==> src/hdl/dc2cal_pkg.sv <==
`timescale 1ns / 1ps
// ----------------------------------------------------------------------------
// Calendar conversion package
// Payload types, reciprocal constants and the cumulative month table used by
// the day count to calendar time converter.
// ----------------------------------------------------------------------------
package dc2cal_pkg;

   // Default last year of the calendar range.
   localparam int unsigned MAX_YEAR_DEFAULT = 9999;

   // Width of the year number and of the year search.
   localparam int unsigned YEAR_W = 14;

   // Scaled reciprocals: (x * DIV125_RECIP) >> 31 is x / 125 for x below 2^24,
   // (x * DIV15_RECIP) >> 19 is x / 15 for x below 2^16 and
   // (x * DIV25_RECIP) >> 15 is x / 25 for x below 4096.
   localparam logic [24:0] DIV125_RECIP = 25'd17179870;
   localparam logic [24:0] DIV15_RECIP  = 25'd34953;
   localparam logic [24:0] DIV25_RECIP  = 25'd1311;

   // Day of year before the first of each month, common and leap years.
   localparam logic [8:0] MONTH_START [2][12] = '{
      '{9'd0, 9'd31, 9'd59, 9'd90, 9'd120, 9'd151,
        9'd181, 9'd212, 9'd243, 9'd273, 9'd304, 9'd334},
      '{9'd0, 9'd31, 9'd60, 9'd91, 9'd121, 9'd152,
        9'd182, 9'd213, 9'd244, 9'd274, 9'd305, 9'd335}
   };

   typedef struct packed {
      logic [21:0] day_count;
      logic [26:0] msec_of_day;
   } req_data_type;

   typedef struct packed {
      logic [13:0] year_number;
      logic [8:0]  day_of_year;
      logic [3:0]  month_number;
      logic [4:0]  day_of_month;
      logic [4:0]  hour_of_day;
      logic [5:0]  minute_of_hour;
      logic [5:0]  second_of_minute;
   } rsp_data_type;

   // Day count of 1 January of a year; evaluated at elaboration only.
   function automatic longint unsigned year_start_days(input longint unsigned y);
      longint unsigned n;
      if (y == 0) begin
         return 0;
      end
      n = y - 1;
      return 365 * y + n / 4 - n / 100 + n / 400 + 1;
   endfunction

endpackage

==> src/hdl/day_count_to_calendar_time.sv <==
`timescale 1ns / 1ps
// ----------------------------------------------------------------------------
// Day count to calendar time converter
// Turns a proleptic Gregorian day count and milliseconds since midnight into
// year, day of year, month, day of month, hour, minute and second.
// ----------------------------------------------------------------------------
//
//   Channel  | Dir | Ports                          | Contents
//   ---------+-----+--------------------------------+---------------------------
//   request  | in  | req_valid, req_ready, req_data | day count, ms of day
//   response | out | rsp_valid, rsp_ready, rsp_data | date and time of day
//
// The converter handles one request at a time: req_ready is high only in the
// idle state, which is entered again in the cycle that rsp_valid rises.
// The year search runs over the 14 bits of the year, a multiply step and then a
// compare step for each bit, on the single shared multiplier.
// The time-of-day divisions come first: seconds, minutes and hours on the same
// multiplier, then a step that finishes the minute and the hour.
// Reset is synchronous and clears the sequencer and the response valid.
// A stalled response is held in its register while the next request is taken.
//
module day_count_to_calendar_time #(
   parameter int unsigned MAX_YEAR = dc2cal_pkg::MAX_YEAR_DEFAULT
) (
   input  logic                     clock,
   input  logic                     reset,
   input  logic                     req_valid,
   output logic                     req_ready,
   input  dc2cal_pkg::req_data_type req_data,
   output logic                     rsp_valid,
   input  logic                     rsp_ready,
   output dc2cal_pkg::rsp_data_type rsp_data
);

   // Last day of year MAX_YEAR; larger day counts saturate to it.
   localparam logic [25:0] DAY_LIMIT =
      26'(dc2cal_pkg::year_start_days(64'(MAX_YEAR) + 64'd1) - 64'd1);

   typedef enum logic [10:0] {
      ST_IDLE   = 11'b000_0000_0001,
      ST_T_SEC  = 11'b000_0000_0010,
      ST_T_MIN  = 11'b000_0000_0100,
      ST_T_HR   = 11'b000_0000_1000,
      ST_T_END  = 11'b000_0001_0000,
      ST_Y_MUL  = 11'b000_0010_0000,
      ST_Y_CMP  = 11'b000_0100_0000,
      ST_L_MUL  = 11'b000_1000_0000,
      ST_L_CHK  = 11'b001_0000_0000,
      ST_MONTH  = 11'b010_0000_0000,
      ST_FINISH = 11'b100_0000_0000
   } state_type;

   state_type                state_ff, state_in;
   logic [21:0]              days_ff, days_in;
   logic [26:0]              ms_ff, ms_in;
   logic [48:0]              prod_ff, prod_in;
   logic [17:0]              sec_tot_ff, sec_tot_in;
   logic [11:0]              min_tot_ff, min_tot_in;
   logic [5:0]               second_ff, second_in;
   logic [5:0]               minute_ff, minute_in;
   logic [4:0]               hour_ff, hour_in;
   logic [13:0]              year_ff, year_in;
   logic [22:0]              ystart_ff, ystart_in;
   logic [3:0]               bit_ff, bit_in;
   logic                     leap_ff, leap_in;
   logic [8:0]               yday_ff, yday_in;
   logic [3:0]               mon_ff, mon_in;
   logic                     rsp_valid_ff, rsp_valid_in;
   dc2cal_pkg::rsp_data_type rsp_data_ff, rsp_data_in;

   logic [23:0] mul_a;
   logic [24:0] mul_b;
   logic [13:0] trial;
   logic [13:0] trial_m1;
   logic [11:0] trial_q4;
   logic [7:0]  cent_q;
   logic [22:0] trial_start;
   logic [17:0] sec_tot_w;
   logic [11:0] min_tot_w;
   logic [5:0]  hr_w;
   logic        hundred;
   logic [3:0]  mon_cnt;
   logic        out_free;

   // Year search candidate and its first day: 365 t + n/4 - n/100 + n/400 + 1,
   // with n = t - 1 and n/100 taken from the registered product.
   assign trial       = year_ff | (14'd1 << bit_ff);
   assign trial_m1    = trial - 14'd1;
   assign trial_q4    = trial_m1[13:2];
   assign cent_q      = prod_ff[22:15];
   assign trial_start = 23'(trial) * 23'd365 + 23'(trial_q4) - 23'(cent_q)
                        + 23'(cent_q[7:2]) + 23'd1;

   // Quotients read out of the shared multiplier product.
   assign sec_tot_w = prod_ff[48:31];
   assign min_tot_w = prod_ff[30:19];
   assign hr_w      = prod_ff[24:19];

   // The year is a multiple of 100 when its quotient by 100 multiplies back.
   assign hundred = (14'(cent_q) * 14'd100) == year_ff;

   assign out_free = !rsp_valid_ff || rsp_ready;

   // Operand selection for the shared multiplier.
   always_comb begin
      mul_a = '0;
      mul_b = '0;
      case (state_ff)
         ST_T_SEC: begin
            mul_a = ms_ff[26:3];
            mul_b = dc2cal_pkg::DIV125_RECIP;
         end
         ST_T_MIN: begin
            mul_a = 24'(sec_tot_w[17:2]);
            mul_b = dc2cal_pkg::DIV15_RECIP;
         end
         ST_T_HR: begin
            mul_a = 24'(min_tot_w[11:2]);
            mul_b = dc2cal_pkg::DIV15_RECIP;
         end
         ST_Y_MUL: begin
            mul_a = 24'(trial_q4);
            mul_b = dc2cal_pkg::DIV25_RECIP;
         end
         ST_L_MUL: begin
            mul_a = 24'(year_ff[13:2]);
            mul_b = dc2cal_pkg::DIV25_RECIP;
         end
         default: begin
            mul_a = '0;
            mul_b = '0;
         end
      endcase
   end

   assign prod_in = 49'(mul_a) * 49'(mul_b);

   // Month index: the number of later month starts that lie on or before the day.
   always_comb begin
      mon_cnt = '0;
      for (int i = 1; i < 12; i++) begin
         if (dc2cal_pkg::MONTH_START[leap_ff][i] < yday_ff) begin
            mon_cnt = mon_cnt + 4'd1;
         end
      end
   end

   // Sequencer and datapath next values.
   always_comb begin
      state_in     = state_ff;
      days_in      = days_ff;
      ms_in        = ms_ff;
      sec_tot_in   = sec_tot_ff;
      min_tot_in   = min_tot_ff;
      second_in    = second_ff;
      minute_in    = minute_ff;
      hour_in      = hour_ff;
      year_in      = year_ff;
      ystart_in    = ystart_ff;
      bit_in       = bit_ff;
      leap_in      = leap_ff;
      yday_in      = yday_ff;
      mon_in       = mon_ff;
      rsp_valid_in = rsp_valid_ff && !rsp_ready;
      rsp_data_in  = rsp_data_ff;
      case (state_ff)
         ST_IDLE: begin
            if (req_valid) begin
               if ({4'd0, req_data.day_count} > DAY_LIMIT) begin
                  days_in = DAY_LIMIT[21:0];
               end else begin
                  days_in = req_data.day_count;
               end
               ms_in    = req_data.msec_of_day;
               state_in = ST_T_SEC;
            end
         end
         ST_T_SEC: begin
            state_in = ST_T_MIN;
         end
         ST_T_MIN: begin
            sec_tot_in = sec_tot_w;
            state_in   = ST_T_HR;
         end
         ST_T_HR: begin
            min_tot_in = min_tot_w;
            second_in  = 6'(sec_tot_ff - 18'(min_tot_w) * 18'd60);
            state_in   = ST_T_END;
         end
         ST_T_END: begin
            minute_in = 6'(min_tot_ff - 12'(hr_w) * 12'd60);
            if (hr_w >= 6'd24) begin
               hour_in = 5'(hr_w - 6'd24);
            end else begin
               hour_in = hr_w[4:0];
            end
            year_in   = '0;
            ystart_in = '0;
            bit_in    = 4'(dc2cal_pkg::YEAR_W - 1);
            state_in  = ST_Y_MUL;
         end
         ST_Y_MUL: begin
            state_in = ST_Y_CMP;
         end
         ST_Y_CMP: begin
            // Keep the candidate bit when its year starts on or before the day.
            if (trial_start <= 23'(days_ff)) begin
               year_in   = trial;
               ystart_in = trial_start;
            end
            if (bit_ff == 4'd0) begin
               state_in = ST_L_MUL;
            end else begin
               bit_in   = bit_ff - 4'd1;
               state_in = ST_Y_MUL;
            end
         end
         ST_L_MUL: begin
            state_in = ST_L_CHK;
         end
         ST_L_CHK: begin
            leap_in  = (year_ff[1:0] == 2'd0) && (!hundred || (cent_q[1:0] == 2'd0));
            yday_in  = 9'(23'(days_ff) - ystart_ff + 23'd1);
            state_in = ST_MONTH;
         end
         ST_MONTH: begin
            mon_in   = mon_cnt;
            state_in = ST_FINISH;
         end
         ST_FINISH: begin
            if (out_free) begin
               rsp_data_in.year_number      = year_ff;
               rsp_data_in.day_of_year      = yday_ff;
               rsp_data_in.month_number     = mon_ff + 4'd1;
               rsp_data_in.day_of_month     =
                  5'(yday_ff - dc2cal_pkg::MONTH_START[leap_ff][mon_ff]);
               rsp_data_in.hour_of_day      = hour_ff;
               rsp_data_in.minute_of_hour   = minute_ff;
               rsp_data_in.second_of_minute = second_ff;
               rsp_valid_in                 = 1'b1;
               state_in                     = ST_IDLE;
            end
         end
         default: begin
            state_in = ST_IDLE;
         end
      endcase
   end

   // Control registers.
   always_ff @(posedge clock) begin
      if (reset) begin
         state_ff     <= ST_IDLE;
         rsp_valid_ff <= 1'b0;
      end else begin
         state_ff     <= state_in;
         rsp_valid_ff <= rsp_valid_in;
      end
   end

   // Datapath registers.
   always_ff @(posedge clock) begin
      days_ff     <= days_in;
      ms_ff       <= ms_in;
      prod_ff     <= prod_in;
      sec_tot_ff  <= sec_tot_in;
      min_tot_ff  <= min_tot_in;
      second_ff   <= second_in;
      minute_ff   <= minute_in;
      hour_ff     <= hour_in;
      year_ff     <= year_in;
      ystart_ff   <= ystart_in;
      bit_ff      <= bit_in;
      leap_ff     <= leap_in;
      yday_ff     <= yday_in;
      mon_ff      <= mon_in;
      rsp_data_ff <= rsp_data_in;
   end

   assign req_ready = (state_ff == ST_IDLE);
   assign rsp_valid = rsp_valid_ff;
   assign rsp_data  = rsp_data_ff;

   // A new response is only ever loaded from the final sequencer step.
   assert property (@(posedge clock) disable iff (reset)
      $rose(rsp_valid_ff) |-> $past(state_ff == ST_FINISH))
      else $error("response raised outside the final step");

   // The year search never moves past its top bit.
   assert property (@(posedge clock) disable iff (reset)
      (state_ff == ST_Y_CMP) |-> (bit_ff < 4'(dc2cal_pkg::YEAR_W)))
      else $error("year search bit out of range");

   // Month lies in 1 to 12 and day of month is at least 1.
   assert property (@(posedge clock) disable iff (reset)
      rsp_valid_ff |-> (rsp_data_ff.month_number >= 4'd1) && (rsp_data_ff.month_number <= 4'd12)
                       && (rsp_data_ff.day_of_month >= 5'd1))
      else $error("month or day of month out of range");

   // The saturated day count never yields a year past the last one.
   assert property (@(posedge clock) disable iff (reset)
      rsp_valid_ff |-> (32'(rsp_data_ff.year_number) <= MAX_YEAR))
      else $error("year beyond the configured range");

   // The day of year is one-based and at most 366.
   assert property (@(posedge clock) disable iff (reset)
      rsp_valid_ff |-> (rsp_data_ff.day_of_year >= 9'd1) && (rsp_data_ff.day_of_year <= 9'd366))
      else $error("day of year out of range");

endmodule
==> config.mk <==
export PLATFORM = sky130hd
export DESIGN_NAME = day_count_to_calendar_time
export DESIGN_NICKNAME = d
export VERILOG_FILES = /design/src/hdl/dc2cal_pkg.sv /design/src/hdl/day_count_to_calendar_time.sv
export SDC_FILE = /design/constraint.sdc
export NUM_CORES = 1
export LEC_CHECK = 0
export CORE_AREA = 2 2 240 242
export DETAILED_ROUTE_END_ITERATION = 10
export DIE_AREA = 0 0 242 244
export DONT_BUFFER_PORTS = 1
export GPL_TIMING_DRIVEN = 0
export HOLD_SLACK_MARGIN = 0.02
export SYNTH_ARGS = -nofsm -noshare
export SYNTH_HDL_FRONTEND = slang
export SYNTH_SLANG_ARGS = --single-unit
==> constraint.sdc <==
create_clock -name clock -period 12.55 [get_ports clock]
set_clock_uncertainty 0.2 [all_clocks]
set_input_delay 1.8825 -clock clock [delete_from_list [all_inputs] [get_ports clock]]
set_output_delay 1.8825 -clock clock [all_outputs]
set_load 0.02 [all_outputs]
After elaboration in Yosys (flattened, before gate mapping):

Cells that the tools add are included.

* add/sub/neg operators: 23
* $mul: 5
* magnitude comparators: 16
* eq/ne operators: 16
* shift operators: 1
* muxes and demuxes: 32
* bitwise operators: 3
* reduce and logical (&&, ||, !) cells: 18

Operator list (count)
* two-way mux 108 bit: 2
* case mux 11 bit (11 select lines): 1
* case mux 24 bit (5 select lines): 1
* less-than comparator 9 bit: 11
* two-way mux 84 bit: 1
* case mux 25 bit (3 select lines): 1
* multiplier 24 x 25 -> 49 bit: 1
* adder 4 x 1 -> 4 bit (second input constant): 11
* two-way mux 4 bit: 11
* binary-select mux 9 bit (select 4 bit): 1
* case mux 14 bit (2 select lines): 1
* adder 23 x 1 -> 23 bit (second input constant): 1
* adder 23 x 12 -> 23 bit: 1
* adder 23 x 6 -> 23 bit: 1
* <= comparator 23 x 22 -> 1 bit: 1
* multiplier 14 x 9 -> 23 bit (second input constant): 1
* subtractor 23 x 8 -> 23 bit: 1
* > comparator 22 bit (second input constant): 1
* two-way mux 11 bit: 2
* case mux 9 bit (2 select lines): 1
* two-way mux 5 bit: 3
* == test 14 bit: 1
* two-way mux 14 bit: 1
* bitwise OR 14 bit: 1
* other kinds (40): 56

* flip-flop bits (word level): 229
* output and inout port bits: 51
* word-level logic and storage cells: 137

Longest topological paths before layout:

* depth in word-level cells: 26
* gate-level depth with buffers: 38

Worst setup path before layout:

Ideal clock, no wire load.

* path kind: reg-to-reg
* start: register bit_ff[0]
* end: register year_ff[0] (enable)
* setup time: 435 ps
* arrival time: 9028 ps
* required time: 11915 ps
* slack: 2887 ps
* cell stages (with the launch flop): 30
* buffers on the path: 0
* cell sequence: edfxtp_1 -> inv_1 -> ha_1 -> a21oi_1 -> ha_1 -> a21bo_2 -> a21boi_0 -> nor2b_1 -> xnor2_1 -> fa_1 -> fa_1 -> inv_1 -> fa_1 -> fa_1 -> ha_1 -> nor2b_1 -> o21a_1 -> o41ai_1 -> o21ai_0 -> o21a_1 -> a21o_1 -> o21ai_0 -> xnor2_1 -> ha_1 -> a21oi_1 -> nand3b_1 -> a2111oi_0 -> o221ai_1 -> a41o_1 -> o21ai_0

* cells in the longest elaborated chain, start to end: 10

Ends and longest elaborated chain
* start, declared: RTL line day_count_to_calendar_time.sv:64 `logic [3:0] bit_ff, bit_in;`
* start signal, assigned: RTL line day_count_to_calendar_time.sv:273 `bit_ff <= bit_in;`
* << shifter 1 x 4 -> 14 bit (*): RTL line day_count_to_calendar_time.sv:87 `assign trial = year_ff | (14'd1 << bit_ff);`
* bitwise OR 14 bit (*): RTL line day_count_to_calendar_time.sv:87
* multiplier 14 x 9 -> 23 bit or subtractor 14 x 1 -> 14 bit (tied branches): RTL line day_count_to_calendar_time.sv:91, day_count_to_calendar_time.sv:88
* adder 23 x 12 -> 23 bit (*): RTL line day_count_to_calendar_time.sv:91 `assign trial_start = 23'(trial) * 23'd365 + 23'(trial_q4) - 23'(cent_q)`
* subtractor 23 x 8 -> 23 bit (*): RTL line day_count_to_calendar_time.sv:91
* adder 23 x 6 -> 23 bit (*): RTL line day_count_to_calendar_time.sv:92 `+ 23'(cent_q[7:2]) + 23'd1;`
* adder 23 x 1 -> 23 bit (*): RTL line day_count_to_calendar_time.sv:92
* <= comparator 23 x 22 -> 1 bit (*): RTL line day_count_to_calendar_time.sv:207 `if (trial_start <= 23'(days_ff)) begin`
* inequality test 2 bit (no source line) (*)
* AND reduction 2 bit (no source line) (*)
* end signal, assigned: RTL line day_count_to_calendar_time.sv:271 `year_ff <= year_in;`
* end, declared: RTL line day_count_to_calendar_time.sv:62 `logic [13:0] year_ff, year_in;`

Mark *: on every way between the ends. The rest lies on a longest branch, timed or not.
A chain may end at the register's enable or synchronous reset.

Worst setup path after layout:

* start: register bit_ff[0]
* end: register prod_ff[41]

* cells in the longest elaborated chain, start to end: 5

Ends and longest elaborated chain
* << shifter 1 x 4 -> 14 bit: RTL line day_count_to_calendar_time.sv:87
* bitwise OR 14 bit: RTL line day_count_to_calendar_time.sv:87
* subtractor 14 x 1 -> 14 bit: RTL line day_count_to_calendar_time.sv:88 `assign trial_m1 = trial - 14'd1;`
* case mux 24 bit (5 select lines): RTL line day_count_to_calendar_time.sv:108 `case (state_ff)`
* multiplier 24 x 25 -> 49 bit: RTL line day_count_to_calendar_time.sv:136 `assign prod_in = 49'(mul_a) * 49'(mul_b);`
* net prod_in[41]: RTL line day_count_to_calendar_time.sv:56 `logic [48:0] prod_ff, prod_in;`
* end signal, assigned: RTL line day_count_to_calendar_time.sv:265 `prod_ff <= prod_in;`
* end, declared: RTL line day_count_to_calendar_time.sv:56

The timed path passes the listed nets, and every way through them passes these cells.

==> summary.txt <==
Status
  – Status: finished clean

Global routing
  – GRT Util Overall: 23.6%
  – Vias in the first global route: 19.6k
  – Met3 GRT Util: 2.24%
  – Gr ovfl total: 0
  – GRT met1 Usage: 30.4%
  – Met2 Use GR: 42.0%
  – First-pass GRT wire length: 108000 µm
  – Initial antenna violation count: 2
  – Busiest grt layer: met2
  – Largest net degree at the start of global routing: 28

Setup path
  – Setup crit start: bit_ff[0]$_SDFFCE_PP1P_
  – WP data arrival: 11.25 ns
  – CP endpoint kind: flip-flop
  – Flop-to-flop setup slack: 1.53 ns
  – Reg2reg end: prod_ff[41]$_DFF_P_
  – Worst reg2reg startpoint: bit_ff[0]$_SDFFCE_PP1P_
  – CP max-delay cell: a21oi_1
  – Kind of critical path: flip-flop to flip-flop
  – Critical Path End: prod_ff[41]$_DFF_P_
  – Crit path max fanout: 7
  – CP max stage delay: 0.66 ns
  – Required @ worst endpoint: 12.79 ns
  – CP dominant cell by count: fa_1
  – Reg2reg path depth: 32
  – Setup crit start kind: flip-flop

Synth
  – Synthesized netlist cell count: 2683
  – Cell variety after synth: 96
  – Avg Cell Area, Syn: 10.2 µm²
  – Ys flop type: edfxtp_1
  – Seq cells post-synth: 211
  – Most common cell in the synthesized netlist: inv_1
  – Synth warn: 0
  – Number of synthesized flops with an enable pin: 165
  – Largest area contributor in the netlist: fa_1
  – Sequential area share after synthesis: 21.5%
  – Post-synth top cells: inv_1 (736), ha_1 (473), fa_1 (351)
  – Mapped cell area: 27400 µm²
  – Async S/R FF share, synth: 0%
  – Synth top area cells: fa_1 (26%), ha_1 (22%), edfxtp_1 (18%)
  – Post-synth top area share: 25.7%

Detailed routing
  – ANT nets after route: 0
  – Avg WL per Cell: 19.0 µm
  – Drt drc: 0
  – First-pass detailed-route iteration total: 5
  – Avg Vias per Cell: 5.18
  – Vias post-DR: 18.3k
  – WL final: 67200 µm
  – Initial DRC Count: 961

Clock tree
  – H-Tree Level Count: 1
  – CTS buffer count: 27
  – Clock transition at the registers of the reported paths: 0.06 ns
  – CTS tree: yes
  – Clk buf depth: 3
  – Clock Latency Late Sink: 0.57 ns
  – Sinks on Clock Net: 211
  – Clk root buf: clkbuf_16
  – Setup Buffers After CTS: 0
  – Hold_buf cts: 0
  – Cts repair resizes: 0

Floorplanning
  – Die area: 59000 µm²
  – DIE HEIGHT: 244 µm
  – Core area: 56200 µm²
  – Initial Util: 48.7%
  – Die Wd: 242 µm
  – Row Count: 87
  – Top Ports: 104

Power
  – Sw Share: 40.7%
  – Register share of total power: 24.1%
  – Pint: 2250 µW
  – VDD IR-drop max: 163 µV
  – Net switching power: 1540 µW
  – Comb pwr share: 54.8%
  – Clock power share: 21.1%
  – Power Dens Cells: 129 nW/µm²
  – Leakage power total: 0.0154 µW

STA
  – Max-slew headroom: 20.7%
  – Final critical-path required period: 11.02 ns
  – Max Fclk: 90.8 MHz
  – Final Max Slew Viols: 0
  – Setup TNS: 0 ns
  – Final worst path period share: 87.8%
  – Final Hold Fails: 0
  – Hold slack final: 0.204 ns
  – Slew @ Worst Pin: 1.19 ns
  – RSZ-0062 raised after global routing: no
  – Final setup fails: 0

Final layout
  – Layout fillers: 5128
  – Share of cells above drive strength 1: 4.19%
  – Nets@finish: 3626
  – Area delta synth->final: 7.60%

Place
  – Final HPWL DP: 58100 µm
  – Routability cong.: 0.950
  – Port Buffers: 0

Run
  – Max Cap Violations: 0

Worst hold path
  – Worst Hold Class: flip-flop to flip-flop
sequential cells by signal (all words and copies together), names as in the netlist:
name and cells:
rsp_data 49, prod_ff 34, ms_ff 24, days_ff 22
year_ff 14, state_ff 11, yday_ff 9, ystart_ff 9
min_tot_ff 6, minute_ff 6, sec_tot_ff 6, second_ff 6
hour_ff 5, bit_ff 4, mon_ff 4, leap_ff 1
rsp_valid 1
through the flow:
stage	area, µm²	power [µW]	std cells	utilization (%)	setup slack, ns
finish	29500	3800	3529	52.4	1.53
global route	29500	4180	3528	52.4	0.953
CTS	29400	3850	3526	52.4	1.59
detailed placement	28500	3020	3476	50.8	1.63
global placement	28400	2970	3472	50.6	0.450
floorplan	27500	2530	2716	-	2.89
worst max-delay path: cells and delay by family, from the launching register on:
kind	cells	cell delay, ns
compound gates	13	4.25
xor+xnor	1	0.19
buf+inv	3	0.22
flops	1	0.43
simple gates	5	1.19
fa+ha+maj	10	4.40
how the worst min path moves through the flow:
stage,start,to,slack (ns),cells past startpoint
5_1_grt,prod_ff[31]$_DFF_P_,sec_tot_ff[0]$_DFFE_PN_,0.22,0
2_1_floorplan,prod_ff[31]$_DFF_P_,sec_tot_ff[0]$_DFFE_PN_,0.19,0
4_1_cts,prod_ff[31]$_DFF_P_,sec_tot_ff[0]$_DFFE_PN_,0.21,0
3_5_place_dp,prod_ff[31]$_DFF_P_,sec_tot_ff[0]$_DFFE_PN_,0.19,0
6_report,prod_ff[31]$_DFF_P_,sec_tot_ff[0]$_DFFE_PN_,0.20,0
3_3_place_gp,prod_ff[32]$_DFF_P_,sec_tot_ff[1]$_DFFE_PN_,0.19,0
logic make-up after synthesis:
group | Yosys count | synth area share (%)
and+or+nand+nor | 450 | 8.55
DFF | 211 | 21.5
muxes | 9 | 0.343
other | 2 | 0.0274
adders and majority gates | 824 | 47.3
AOI/OAI and AO/OA | 297 | 7.64
xor gates and xnor gates | 124 | 4.10
buffers and inverters | 766 | 10.6
final cells by class:
class / instances / area [µm²] / share of cell area [%]
Tap cell: 756 / 946 / 3.21
Clock buffer: 37 / 744 / 2.53
Buffer: 30 / 139 / 0.471
Antenna cell: 3 / 7.51 / 0.0255
Timing Repair Buffer: 4 / 82.6 / 0.280
Inverter: 736 / 2760 / 9.38
Multi-Input combinational cell: 1739 / 18700 / 63.6
Clock inverter: 13 / 158 / 0.535
Sequential cell: 211 / 5880 / 19.9
power by group through the flow:
| stage | sequential (µW) | combinational [µW] | clock, µW |
|---|---|---|---|
| 4_1_cts | 915 | 2110 | 824 |
| 3_3_place_gp | 931 | 2040 | 0 |
| 5_1_grt | 919 | 2410 | 848 |
| 3_5_place_dp | 930 | 2090 | 0 |
| 2_1_floorplan | 880 | 1650 | 0 |
| 6_report | 914 | 2080 | 800 |
cells in the final DEF (no fill, tap or decap), types with 41 or more instances in the layout:
| cell | instances |
|---|---|
| nor2_1 | 114 |
| inv_1 | 736 |
| nand2_1 | 95 |
| and2_1 | 41 |
| fa_1 | 351 |
| edfxtp_1 | 165 |
| xnor2_1 | 91 |
| ha_1 | 473 |
| a21oi_1 | 83 |
| a21o_1 | 47 |
| dfxtp_1 | 46 |
routing by layer:
layer | share of wire, % | vias up
li1 | - | 8660
met1 | 42 | 9086
met2 | 50 | 428
met3 | 4.3 | 101
met4 | 3.6 | 0
met5 | 0 | -
Power figures use the tool's default switching activity.
